[config.mk]
export PLATFORM = sky130hd
export DESIGN_NAME = multi_motor_speed_ramp_core
export DESIGN_NICKNAME = d
export VERILOG_FILES = /design/src/hw/rtl/msr_pkg.sv /design/src/hw/rtl/msr_cfg_regs.sv /design/src/hw/rtl/msr_chan_step.sv /design/src/hw/rtl/multi_motor_speed_ramp_core.sv
export SDC_FILE = /design/constraint.sdc
export NUM_CORES = 1
export LEC_CHECK = 0
export ABC_AREA = 1
export BUFFER_PORTS_ARGS = -buffer_cell sky130_fd_sc_hd__clkbuf_2
export CORE_MARGIN = 2
export CORE_UTILIZATION = 65
export DETAILED_ROUTE_END_ITERATION = 12
export PLACE_DENSITY_LB_ADDON = 0.12
export SYNTH_ARGS = -nofsm -noshare
export SYNTH_HDL_FRONTEND = slang
export SYNTH_SLANG_ARGS = --single-unit
[constraint.sdc]
create_clock -name clk -period 7.33 [get_ports clk]
set_clock_uncertainty 0.2 [all_clocks]
set_input_delay 1.8325 -clock clk [delete_from_list [all_inputs] [get_ports clk]]
set_output_delay 1.8325 -clock clk [all_outputs]
set_load 0.02 [all_outputs]
[src/hw/rtl/msr_pkg.sv]
// types, constants and codes shared by the speed ramp generator
`timescale 1ns / 1ps
`default_nettype none

package msr_pkg;

	localparam int CHANNELS   = 3;
	localparam int NUM_MOTORS = 3;

	localparam int SPEED_W = 8;
	localparam int STEP_W  = 7;
	localparam int TICK_W  = 8;
	localparam int CIDX_W  = 2;
	localparam int CDAT_W  = 8;

	localparam logic [STEP_W-1:0] STEP_RESET  = 7'd5;
	localparam logic [TICK_W-1:0] TICKS_RESET = 8'd10;

	typedef enum logic {
		REQ_SET  = 1'b0,
		REQ_TICK = 1'b1
	} req_type_t;

	typedef enum logic [CIDX_W-1:0] {
		REG_STEP_SIZE      = 2'd0,
		REG_TICKS_PER_STEP = 2'd1
	} reg_index_t;

	typedef logic signed [SPEED_W-1:0] speed_t;

	// effective configuration, zero values already mapped to one
	typedef struct packed {
		logic [STEP_W-1:0] step;
		logic [TICK_W-1:0] limit;
	} cfg_t;

	// per-channel step outcome
	typedef struct packed {
		speed_t speed;
		logic   moved;
		logic   busy;
	} chan_res_t;

endpackage

`default_nettype wire

[src/hw/rtl/msr_cfg_regs.sv]
// configuration registers of the speed ramp generator
`timescale 1ns / 1ps
`default_nettype none

module msr_cfg_regs (
	input  wire logic                       clk,
	input  wire logic                       arst_n,
	input  wire logic                       cfg_valid,
	output logic                            cfg_ready,
	input  wire logic [msr_pkg::CIDX_W-1:0] cfg_index,
	input  wire logic [msr_pkg::CDAT_W-1:0] cfg_data,
	output msr_pkg::cfg_t                   cfg
);
	import msr_pkg::*;

	logic [STEP_W-1:0] step_size_q;
	logic [TICK_W-1:0] ticks_per_step_q;

	assign cfg_ready = 1'b1;

	always_ff @(posedge clk or negedge arst_n) begin
		if (!arst_n) begin
			step_size_q      <= STEP_RESET;
			ticks_per_step_q <= TICKS_RESET;
		end else if (cfg_valid) begin
			case (cfg_index)
				REG_STEP_SIZE:      step_size_q      <= cfg_data[STEP_W-1:0];
				REG_TICKS_PER_STEP: ticks_per_step_q <= cfg_data[TICK_W-1:0];
				default: ;
			endcase
		end
	end

	always_comb begin
		cfg.step  = (step_size_q == '0) ? STEP_W'(1) : step_size_q;
		cfg.limit = (ticks_per_step_q == '0) ? TICK_W'(1) : ticks_per_step_q;
	end

endmodule

`default_nettype wire

[src/hw/rtl/msr_chan_step.sv]
// one ramp step of a single channel
`timescale 1ns / 1ps
`default_nettype none

module msr_chan_step (
	input  wire msr_pkg::speed_t            cur,
	input  wire msr_pkg::speed_t            tgt,
	input  wire logic [msr_pkg::STEP_W-1:0] step,
	input  wire logic                       do_step,
	output msr_pkg::chan_res_t              res
);
	import msr_pkg::*;

	logic signed [SPEED_W:0] gap;
	logic [SPEED_W:0]        mag;
	logic [SPEED_W-1:0]      step_ext;
	speed_t                  stepped;

	always_comb begin
		gap      = {tgt[SPEED_W-1], tgt} - {cur[SPEED_W-1], cur};
		mag      = gap[SPEED_W] ? -gap : gap;
		step_ext = {1'b0, step};
		if (mag <= {2'b00, step})
			stepped = tgt;
		else if (gap[SPEED_W])
			stepped = cur - step_ext;
		else
			stepped = cur + step_ext;

		res.moved = do_step && (gap != '0);
		res.speed = res.moved ? stepped : cur;
		res.busy  = (res.speed != tgt);
	end

endmodule

`default_nettype wire

[src/hw/rtl/multi_motor_speed_ramp_core.sv]
// Three-channel speed ramp generator (slew-rate limiter). Takes one transfer per
// clock while the output is not stalled, and returns one result per transfer through
// an input register, then the step logic feeding the state and the output register.
// A set transfer loads the three signed targets and steps at once; a tick transfer
// counts, and every ticks_per_step ticks does a step. A step moves each channel by
// at most step_size toward its target. Zero register values act as 1. The user must
// write configuration via cfg_* only with no transfer in flight; nothing enforces it.
`timescale 1ns / 1ps
`default_nettype none

module multi_motor_speed_ramp_core (
	input  wire logic                        clk,
	input  wire logic                        arst_n,
	input  wire logic                        cfg_valid,
	output logic                             cfg_ready,
	input  wire logic [msr_pkg::CIDX_W-1:0]  cfg_index,
	input  wire logic [msr_pkg::CDAT_W-1:0]  cfg_data,
	input  wire logic                        in_valid,
	output logic                             in_ready,
	input  wire logic                        req_type,
	input  wire logic signed [7:0]           target_a,
	input  wire logic signed [7:0]           target_b,
	input  wire logic signed [7:0]           target_c,
	output logic                             out_valid,
	input  wire logic                        out_ready,
	output logic signed [7:0]                speed_a,
	output logic signed [7:0]                speed_b,
	output logic signed [7:0]                speed_c,
	output logic                             updated,
	output logic                             busy_res
);
	import msr_pkg::*;

	cfg_t cfg;

	msr_cfg_regs u_cfg (
		.clk       (clk),
		.arst_n    (arst_n),
		.cfg_valid (cfg_valid),
		.cfg_ready (cfg_ready),
		.cfg_index (cfg_index),
		.cfg_data  (cfg_data),
		.cfg       (cfg)
	);

	// input stage
	logic       valid_s1;
	logic       req_s1;
	speed_t     tgt_in_s1 [CHANNELS];
	logic       adv_s1;
	logic       out_valid_q;

	assign adv_s1   = valid_s1 && (!out_valid_q || out_ready);
	assign in_ready = !valid_s1 || adv_s1;

	always_ff @(posedge clk or negedge arst_n) begin
		if (!arst_n)
			valid_s1 <= 1'b0;
		else if (in_ready)
			valid_s1 <= in_valid;
	end

	always_ff @(posedge clk) begin
		if (in_valid && in_ready) begin
			req_s1       <= req_type;
			tgt_in_s1[0] <= target_a;
			tgt_in_s1[1] <= target_b;
			tgt_in_s1[2] <= target_c;
		end
	end

	// ramp state
	speed_t            cur_q [CHANNELS];
	speed_t            tgt_q [CHANNELS];
	logic [TICK_W-1:0] tick_q;

	logic              is_set;
	logic [TICK_W-1:0] tick_inc;
	logic              tick_hit;
	logic              do_step;
	logic [TICK_W-1:0] tick_d;

	always_comb begin
		is_set   = (req_s1 == REQ_SET);
		tick_inc = tick_q + TICK_W'(1);
		tick_hit = (tick_inc >= cfg.limit);
		do_step  = is_set || tick_hit;
		tick_d   = (is_set || tick_hit) ? '0 : tick_inc;
	end

	speed_t    tgt_d   [CHANNELS];
	chan_res_t chan_res [CHANNELS];
	logic [CHANNELS-1:0] moved_v;
	logic [CHANNELS-1:0] busy_v;

	for (genvar i = 0; i < CHANNELS; i++) begin : g_chan
		if (i < NUM_MOTORS) begin : g_used
			assign tgt_d[i] = is_set ? tgt_in_s1[i] : tgt_q[i];
			msr_chan_step u_step (
				.cur     (cur_q[i]),
				.tgt     (tgt_d[i]),
				.step    (cfg.step),
				.do_step (do_step),
				.res     (chan_res[i])
			);
		end else begin : g_unused
			assign tgt_d[i]    = '0;
			assign chan_res[i] = '0;
		end
		assign moved_v[i] = chan_res[i].moved;
		assign busy_v[i]  = chan_res[i].busy;
	end

	always_ff @(posedge clk or negedge arst_n) begin
		if (!arst_n) begin
			tick_q <= '0;
			for (int i = 0; i < CHANNELS; i++) begin
				cur_q[i] <= '0;
				tgt_q[i] <= '0;
			end
		end else if (adv_s1) begin
			tick_q <= tick_d;
			for (int i = 0; i < CHANNELS; i++) begin
				cur_q[i] <= chan_res[i].speed;
				tgt_q[i] <= tgt_d[i];
			end
		end
	end

	// output register
	speed_t speed_q [CHANNELS];
	logic   updated_q;
	logic   busy_q;

	always_ff @(posedge clk or negedge arst_n) begin
		if (!arst_n)
			out_valid_q <= 1'b0;
		else if (adv_s1)
			out_valid_q <= 1'b1;
		else if (out_ready)
			out_valid_q <= 1'b0;
	end

	always_ff @(posedge clk) begin
		if (adv_s1) begin
			for (int i = 0; i < CHANNELS; i++)
				speed_q[i] <= chan_res[i].speed;
			updated_q <= |moved_v;
			busy_q    <= |busy_v;
		end
	end

	assign out_valid = out_valid_q;
	assign speed_a   = speed_q[0];
	assign speed_b   = speed_q[1];
	assign speed_c   = speed_q[2];
	assign updated   = updated_q;
	assign busy_res  = busy_q;

	// checks
	a_tick_bound: assert property (@(posedge clk) disable iff (!arst_n)
		tick_q != {TICK_W{1'b1}})
		else $error("tick counter reached an impossible value");

	a_set_clears_tick: assert property (@(posedge clk) disable iff (!arst_n)
		adv_s1 && is_set |=> tick_q == '0)
		else $error("set transfer did not restart the tick counter");

	a_idle_matches: assert property (@(posedge clk) disable iff (!arst_n)
		out_valid_q && !busy_q |-> speed_q[0] == tgt_q[0] && speed_q[0] == cur_q[0])
		else $error("result reports idle while a gap remains");

	a_stall_holds_stage: assert property (@(posedge clk) disable iff (!arst_n)
		valid_s1 && out_valid_q && !out_ready |=> valid_s1 && $stable(tick_q))
		else $error("input stage advanced while the result was stalled");

endmodule

`default_nettype wire
[Word level (Yosys, flattened, before mapping)]
Memory sizes are Yosys's and may differ from the RTL's.
Index checks and enable logic that the tools add are counted.
Word-level totals
  flip-flop bits (word level): 76
  word-level logic and storage cells: 83
  output and inout port bits: 29
  bits in writable memories: 48
  input bits: 40
  memories: 2
Memories
  speed_q: depth 3, width 8, read ports 3, clocked after memory_dff 0, write ports 3, RTL line multi_motor_speed_ramp_core.sv:131  | speed_t speed_q [CHANNELS];
  tgt_in_s1: depth 3, width 8, read ports 3, clocked after memory_dff 0, write ports 3, RTL line multi_motor_speed_ramp_core.sv:49  | speed_t tgt_in_s1 [CHANNELS];
Operators by class
  bitwise operators: 1
  add/sub/neg operators: 13
  magnitude comparators: 4
  reductions and logical operators: 21
  multiplexer cells: 24
  eq/ne operators: 4
Operator list (count)
  8-bit 2-to-1 mux: 14
  9-bit by 7-bit <= comparator with 1-bit output: 3
  9-bit 2-to-1 mux: 3
  9-bit negator: 3
  9-bit nonzero test: 3
  8-bit by 8-bit subtractor with 9-bit output: 3
  8-bit by 7-bit adder with 8-bit output: 3
  8-bit != test: 3
  8-bit by 7-bit subtractor with 8-bit output: 3
  8-bit by 1-bit adder with 8-bit output (second input constant): 1
  8-bit greater-or-equal comparator: 1
  8-bit zero test: 1
  7-bit zero test: 1
  7-bit 2-to-1 mux: 1
  1-bit 2-to-1 mux: 6
  3-bit OR reduction: 2
  1-bit logical AND: 5
  2-bit AND reduction: 2
  1-bit logical OR: 3
  2-bit by 1-bit equality test with 1-bit output (second input constant): 1
  1-bit zero test: 2
  2-bit zero test: 1
  2-bit nonzero test: 1
  1-bit NOT: 1

[Logic depth before layout (Yosys ltp)]
Gate-level depths: netlist of the first run.
An unclocked memory read counts as a cell.
  depth in word-level cells: 10
  mapped depth: 36

[Modules after synthesis]
From an unflattened synthesis of the first run, not the netlist that was laid out.
Second synthesis, totals
  cells, all modules: 1483
  area total of the unflattened synthesis: 10537.6 µm²
By module, submodules not included
  multi_motor_speed_ramp_core: area each 4401.7 µm², cells each 417, sequential area each 2982.9 µm², instances 1
  msr_chan_step (g_chan[1].g_used.u_step): area each 1835.5 µm², cells each 320, sequential area each 0.0 µm², instances 1
  msr_chan_step (g_chan[0].g_used.u_step): area each 1779.2 µm², cells each 332, sequential area each 0.0 µm², instances 1
  msr_chan_step (g_chan[2].g_used.u_step): area each 1740.4 µm², cells each 326, sequential area each 0.0 µm², instances 1
  msr_cfg_regs: area each 780.7 µm², cells each 88, sequential area each 380.4 µm², instances 1

[Worst setup path before layout of the first run]
OpenSTA, ideal clock, no wires.
  path type: register to register
  from: reg req_s1
  to: reg busy_q, in the netlist busy_res (data pin)
  path slack: 2437 ps
  library setup time: 260 ps
  arrival: 4433 ps
  cell stages (with the launch flop): 29
  data required time: 6870 ps
  cells stage by stage: edfxtp_1 clkdlybuf4s50_2 o21ai_0 inv_1 ha_1 a21oi_1 nand3_1 nand2_2 a21oi_2 buf_4 a21oi_1 xor2_1 inv_1 ha_1 a21oi_1 nor2_1 o21ai_0 nand3b_1 o21ai_0 clkbuf_1 nand4_1 nand2_1 nand2_1 nand3_1 nand2_1 nor2_1 nand2_1 nor2_1 nand3_1
Between the ends
  word-level cells in the longest chain between the ends: 9
  elaborated cells between the ends (all ways): 36
  those cells by class: add/sub: 6; order compare: 3; eq/ne: 3; mux: 15; bitwise: 1; reduce/logical: 8
Ends and longest elaborated chain
  start, declared: RTL line multi_motor_speed_ramp_core.sv:48  | logic req_s1;
  start signal, assigned: RTL line multi_motor_speed_ramp_core.sv:65  | req_s1 <= req_type;
  8-bit 2-to-1 mux *: RTL line multi_motor_speed_ramp_core.sv:98  | assign tgt_d[i] = is_set ? tgt_in_s1[i] : tgt_q[i];
  via g_chan[0].g_used.u_step.tgt[5]: RTL line msr_chan_step.sv:7  | input wire msr_pkg::speed_t tgt,
  8-bit by 8-bit subtractor with 9-bit output: RTL line msr_chan_step.sv:20  | gap = {tgt[SPEED_W-1], tgt} - {cur[SPEED_W-1], cur};
  9-bit negator: RTL line msr_chan_step.sv:21  | mag = gap[SPEED_W] ? -gap : gap;
  9-bit 2-to-1 mux: RTL line msr_chan_step.sv:21
  9-bit by 7-bit <= comparator with 1-bit output: RTL line msr_chan_step.sv:23  | if (mag <= {2'b00, step})
  8-bit 2-to-1 mux: RTL line msr_chan_step.sv:23
  8-bit 2-to-1 mux: RTL line msr_chan_step.sv:31  | res.speed = res.moved ? stepped : cur;
  8-bit != test *: RTL line msr_chan_step.sv:32  | res.busy = (res.speed != tgt);
  3-bit OR reduction *: RTL line multi_motor_speed_ramp_core.sv:149  | busy_q <= |busy_v;
  end signal, assigned: RTL line multi_motor_speed_ramp_core.sv:149
  end, declared: RTL line multi_motor_speed_ramp_core.sv:133  | logic busy_q;
The timed path passes the listed nets; every way through them passes the cells marked *.
A chain may end at the register's enable or synchronous reset.

==> results by group, run 1 <==
Outcome
  – Status: finished clean

Timing
  – Setup_tns: 0 ps
  – Slew margin rel.: 34.29%
  – Final hold violation count: 0
  – Period utilization: 78.20%
  – Peak Freq: 174.5 MHz
  – Post-route setup slack: 1598 ps
  – Pins Over Slew Limit: 0
  – # setup viols final: 0
  – RSZ-0062 raised after global routing: no
  – Min Tclk post-route: 5732 ps
  – Worst Max-Slew Pin Slew: 985.6 ps

Finish
  – Storage cell area: 3363 sq um
  – Final Util: 74.09%
  – Nets: 1532
  – Non-filler instance count after layout: 1604
  – Multi-input logic area: 5560 sq um
  – Filler cells: 1175
  – P&R area growth vs syn: 10.29%
  – Share of layout cells above drive strength 1: 14.15%
  – Diode count: 0

Global routing
  – First-pass GRT wire length: 40050 um
  – Vias in the first global route: 8280
  – Antenna violations before repair: 0
  – Grt total ovfl: 0
  – Total Routing Usage GR: 31.20%
  – Largest net degree at the start of global routing: 74

Synth
  – Synth Area per Inst: 7.315 sq um
  – Flops & latches, synth: 124
  – Sequential-to-total area share from yosys stat: 34.19%
  – Netlist cell types: 42
  – Synth Instances: 1345
  – Cell Area, Synth: 9838 sq um
  – Post-Syn Nets: 1470
  – Synth warn: 0

Placed design
  – RD Place Congestion: 0.9973
  – Dpl ws: 1717 ps
  – Hpwl dp: 18250 um
  – Placed cells: 1572
  – Port Buffers: 67

CTS
  – TritonCTS buffer count: 17
  – CTS tree: built
  – Root Buffer: clkbuf_16
  – CTS Sinks: 124
  – H-tree lvl count: 4
  – CTS Hold Bufs: 0
  – Post-cts resize count: 0
  – Clock transition at path regs: 60 ps
  – Worst-skew pair later-pin latency: 430 ps
  – Setup bufs post-CTS: 0
  – Clk buf depth: 2

Drt
  – Vias: 9034
  – Detail Route Antenna Nets: 0
  – Routed len/inst: 15.08 um
  – DR vias/cell: 5.632
  – WL final: 24190 um
  – Drt pass-1 iters: 6
  – Starting DRT DRC Count: 863
  – Post-route DRC: 0

Worst setup path
  – Critical Path End Type: flip-flop
  – Slowest CP cell: a21oi_2
  – Critical path startpoint category: flip-flop
  – Most common cell on crit path: nand2_1
  – Crit Path Category: reg2reg
  – WP data arrival: 5710 ps
  – Max incr delay on CP: 620 ps
  – Critical path fanouts, max: 24
  – Crit path required time: 7310 ps

Floorplan
  – Die area: 16140 sq um
  – Initial core utilization: 67.18%
  – Core region area: 14640 sq um
  – Die width: 127.0 um
  – Std cell rows: 44
  – I/O pins: 69
  – DIE HEIGHT: 127.0 um

Job
  – Max-cap viol count: 0

Min path
  – Worst min path class: reg2reg
[flip-flops by register name (all words and copies together) (netlist names)]
register and count:
tick_q 8, tgt_q 24, updated 1, valid_s1 1, u_cfg.step_size_q 7, req_s1 1, busy_res 1, out_valid 1
tgt_in_s1 24, speed_q 24, cur_q 24, u_cfg.ticks_per_step_q 8
[Yosys cell counts, drive strengths merged]
cell type	instances	area [sq um]
or2	23	143.9
buf	17	125.1
fa	6	120.1
nand3b	5	37.54
o21bai	1	7.510
nand3	151	813.3
xnor2	13	113.9
inv	189	709.4
nand2	406	1617
xor2	33	289.0
ha	79	988.5
o21a	2	15.01
o2111ai	1	8.760
a21oi	46	241.5
nor2	57	231.5
nand4	26	168.9
a21boi	1	18.77
mux2i	1	10.01
edfxtp	51	1531
nor3	7	35.03
clkbuf	17	63.81
nor4	1	6.260
dfstp	4	105.1
a31oi	2	12.51
a41o	1	10.01
dfrtp	69	1727
conb	1	3.750
clkinv	1	5.000
o21ai	132	660.6
a21o	1	7.510
clkdlybuf4s50	1	11.26
[cell families after synthesis]
kind of cell             after synthesis  synth area share [%]
multiplexers                           1                0.1017
XOR/XNOR                              46                 4.095
other                                  1               0.03812
buffers and inverters                225                 9.297
flip-flops                           124                 34.19
AND/OR/NAND/NOR                      676                 31.03
AO/OA/AOI/OAI                        187                 9.984
adder cells (fa/ha/maj)               85                 11.27
[worst max-delay path: cells and delay by family, from the launching register on]
kind	cells	cell delay, ps
flip-flops	1	380
AO/OA/AOI/OAI	6	1880
adder cells (fa/ha/maj)	3	840
buffers and inverters	3	690
AND/OR/NAND/NOR	15	1330
XOR/XNOR	1	170
[routing by layer]
layer	part of all wire (%)	track usage, %	routed length [um]	up-vias
met5	0	0	0	-
met4	2.8	11.12	674	0
met3	7.6	5.025	1832	53
met2	44	48.48	10700	348
met1	45	44.72	10980	4107
li1	-	-	-	4526
[layout make-up]
type,instances,area share (%)
Timing Repair Buffer,78,3.875
Clock inverter,15,1.257
Inverter,190,6.584
Tap cell,184,2.122
Clock buffer,17,3.921
Sequential cell,124,31.00
Multi-Input combinational cell,996,51.25
[metrics by stage]
step                hold slack, ps  instance area (sq um)
floorplan                    245.7                   9838
global placement             260.8                  10290
detailed placement           266.9                  10290
CTS                          281.6                  10850
global route                 301.0                  10850
finish                       282.6                  10850
[final timing paths]
kind	startpoint	to	slack, ps	cells past startpoint
setup / recovery	req_s1$_DFFE_PP_	busy_res$_DFFE_PP_	1600	28
hold / removal	tgt_q[1]$_DFFE_PN0P_	tgt_q[1]$_DFFE_PN0P_	280	2
setup reg to reg	req_s1$_DFFE_PP_	busy_res$_DFFE_PP_	1600	28
hold reg to reg	tgt_q[1]$_DFFE_PN0P_	tgt_q[1]$_DFFE_PN0P_	280	2
max in group asynchronous	arst_n	cur_q[21]$_DFFE_PN0P_	4930	1
min in group asynchronous	arst_n	tick_q[1]$_DFFE_PN0P_	1360	1
[layout by cell type (no fill, tap or decap), types with 6 or more instances in the layout]
cell type | synthesis | routed
or2_2 | 23 | 23
nand4_1 | 25 | 25
a21oi_1 | 43 | 43
clkbuf_16 | 0 | 17
ha_1 | 79 | 79
inv_6 | 0 | 6
clkbuf_2 | 0 | 66
inv_1 | 179 | 179
dfrtp_1 | 69 | 69
edfxtp_1 | 51 | 51
o21ai_0 | 132 | 132
nand2_1 | 375 | 375
nand2_2 | 28 | 28
buf_4 | 5 | 12
nor2_1 | 50 | 50
xnor2_1 | 13 | 13
fa_1 | 6 | 6
nand3_2 | 9 | 9
nor2_2 | 7 | 7
nor3_1 | 7 | 7
xor2_1 | 33 | 33
nand3_1 | 141 | 141
inv_2 | 10 | 10
Power of run 1 is left out: the tool's default activity adds up to more than one toggle a clock period on the data nets, which glitch-free logic cannot reach.
==> run 2, diff against run 1 <==
--- a/config.mk
+++ b/config.mk
@@ -8,7 +8,7 @@
 export ABC_AREA = 1
 export BUFFER_PORTS_ARGS = -buffer_cell sky130_fd_sc_hd__clkbuf_2
 export CORE_MARGIN = 2
-export CORE_UTILIZATION = 65
+export CORE_UTILIZATION = 56
 export DETAILED_ROUTE_END_ITERATION = 12
 export PLACE_DENSITY_LB_ADDON = 0.12
 export SYNTH_ARGS = -nofsm -noshare
==> constraint.sdc (replaced) <==
create_clock -name clk -period 4.9 [get_ports clk]
set_clock_uncertainty 0.2 [all_clocks]
set_input_delay 1.225 -clock clk [delete_from_list [all_inputs] [get_ports clk]]
set_output_delay 1.225 -clock clk [all_outputs]
set_load 0.02 [all_outputs]
==> results by group, run 2 (synthesis gave the netlist of run 1 again) <==
Global routing
  – Largest net degree at the start of global routing: 74 (unchanged)
  – Grt total ovfl: 0 (unchanged)
  – Antenna violations before repair: 0 (unchanged)
  – Total Routing Usage GR: 29.93% (-1.3 points)
  – First-pass GRT wire length: 42950 um (+7.3%)
  – Vias in the first global route: 8694 (+5.0%)

Timing
  – Slew margin rel.: 33.99% (-0.30 points)
  – Period utilization: 100.9% (+23 points)
  – Worst Max-Slew Pin Slew: 990.2 ps (+4.553 ps)
  – # setup viols final: 1 (+1)
  – Final hold violation count: 0 (unchanged)
  – Post-route setup slack: -41.96 ps (-1640 ps)
  – Pins Over Slew Limit: 0 (unchanged)
  – Fin Hold WS: 276.8 ps (-5.806 ps)
  – Peak Freq: 202.3 MHz (+16%)
  – Setup_tns: -41.96 ps (-41.96 ps)
  – RSZ-0062 raised after global routing: yes
  – Min Tclk post-route: 4942 ps (-790.1 ps)

Worst setup path
  – Max incr delay on CP: 460 ps (-160 ps)
  – Buf/Inv on CP: 7 (+4)
  – Critical path fanouts, max: 5 (-79%)
  – WP data arrival: 4910 ps (-800 ps)
  – Critical path startpoint category: flip-flop
  – Critical Path End Type: flip-flop
  – Crit path required time: 4870 ps (-2440 ps)
  – R2r setup slk: -40 ps (-1640 ps)
  – CP top delay family: simple AND/OR/NAND/NOR gates
  – FF-to-FF path depth: 32 (+14%)
  – Worst r2r dst: busy_res$_DFFE_PP_
  – RR Startpoint: req_s1$_DFFE_PP_
  – Slowest CP cell: edfxtp_1
  – Crit Path Category: reg2reg

CTS
  – CTS Sinks: 124 (unchanged)
  – Clock transition at path regs: 60 ps (about the same)
  – CTS tree: built
  – Worst-skew pair later-pin latency: 430 ps (about the same)
  – Clk buf depth: 2 (unchanged)
  – Root Buffer: clkbuf_16
  – H-tree lvl count: 4 (unchanged)
  – TritonCTS buffer count: 17 (unchanged)

Drt
  – Met3 wire len: 1998 um (+9.1%)
  – Vias: 9727 (+7.7%)
  – M1 wire length: 12680 um (+15%)
  – Met2 routed WL: 13260 um (+24%)
  – Detail Route Antenna Nets: 0 (unchanged)
  – Starting DRT DRC Count: 868 (+0.58%)
  – WL final: 28620 um (+18%)
  – Routed len/inst: 16.29 um (+8.0%)
  – DR vias/cell: 5.536 (-1.7%)
  – Max Used Layer: met4
  – Drt pass-1 iters: 6 (unchanged)
  – Post-route DRC: 0 (unchanged)

Floorplan
  – I/O pins: 69 (unchanged)
  – Initial core utilization: 57.08% (-10 points)
  – Core region area: 17240 sq um (+18%)
  – Die area: 18640 sq um (+16%)
  – Std cell rows: 48 (+9.1%)
  – DIE HEIGHT: 136.5 um (+7.5%)
  – Die width: 136.5 um (+7.5%)

Finish
  – Final Util: 72.42% (-1.7 points)
  – Diode count: 0 (unchanged)
  – Share of layout cells above drive strength 1: 27.94% (+14 points)
  – Storage cell area: 3363 sq um (unchanged)
  – P&R area growth vs syn: 26.87%
  – Final instance area: 12480 sq um (+15%)
  – Nets: 1644 (+7.3%)
  – Commonest non-fill, non-tap cell in the layout: nand2_1
  – Most frequent cells in the layout: nand2_1, inv_1, nand3_1
  – Filler cells: 1354 (+15%)
  – Multi-input logic area: 6161 sq um (+11%)

Min path
  – Worst min path class: reg2reg
  – Min-delay src: tgt_q[21]$_DFFE_PN0P_
  – Worst Hold End: tgt_q[21]$_DFFE_PN0P_
  – Hold Path Depth: 2 (unchanged)

Placed design
  – Post-place instance area: 10940 sq um (+6.3%)
  – RD Place Congestion: 0.9768 (-2.1%)
  – Port Buffers: 67 (unchanged)
  – Hpwl dp: 20480 um (+12%)

Job
  – Max-cap viol count: 0 (unchanged)

Outcome
  – Status: finished, violations left
  – Failing checks: setup timing
-- run 2: cell count changes in the layout (fill, tap and decap cells not counted), sizes merged --
cell      change
clkbuf        +3
clkinvlp      -1
nand2         +2
buf         +108
a21oi         +1
inv           -6
nand3         +1
clkinv        +1
bufinv        +3
-- run 2: final cells by class --
| class | instances | share of cell area [%] |
|---|---|---|
| timing repair buffer | 186 | 10.69 |
| multi-input combinational | 1000 | 49.36 |
| sequential | 124 | 26.94 |
| clock inverter | 12 | 1.363 |
| inverter | 190 | 5.814 |
| tap | 225 | 2.255 |
| clock buffer | 20 | 3.579 |
-- run 2: repair_timing --
| item | CTS | global route |
|---|---|---|
| gates resized for setup | 48 | 139 |
| hold buffers | 0 | 0 |
| pin swaps | 12 | 62 |
| gates cloned | 2 | 4 |
| setup buffers | 9 | 22 |
| setup endpoints to repair | 1 | 17 |
-- run 2: how the worst max path moves through the flow --
| stage | startpoint | slack [ps] | to | cells past startpoint |
|---|---|---|---|---|
| floorplan | req_s1$_DFFE_PP_ | 7 | busy_res$_DFFE_PP_ | 28 |
| global placement | req_s1$_DFFE_PP_ | -250 | busy_res$_DFFE_PP_ | 28 |
| detailed placement | req_s1$_DFFE_PP_ | -350 | busy_res$_DFFE_PP_ | 32 |
| CTS | req_s1$_DFFE_PP_ | 3 | busy_res$_DFFE_PP_ | 33 |
| global route | req_s1$_DFFE_PP_ | -320 | busy_res$_DFFE_PP_ | 31 |
| finish | req_s1$_DFFE_PP_ | -40 | busy_res$_DFFE_PP_ | 32 |
-- run 2: worst min-delay path, cell delays in order, from the launching register on --
cell	delay [ps]
dfrtp_1	330
nand2_1	50
o21ai_0	60
-- run 2: routing by layer --
metal / global-route usage [%] / vias up
li1: - / 4754
met1: 41.54 / 4540
met2: 47.44 / 375
met3: 5.074 / 58
met4: 10.36 / 0
met5: 0 / -
-- run 2: through the flow --
| stage | setup slack [ps] | instances |
|---|---|---|
| 2_1_floorplan | 7.264 | 1345 |
| 3_3_place_gp | -249.2 | 1688 |
| 3_5_place_dp | -354.5 | 1688 |
| 4_1_cts | 3.006 | 1731 |
| 5_1_grt | -322.4 | 1757 |
| 6_report | -41.96 | 1757 |
Power of run 2 is left out for the same reason.
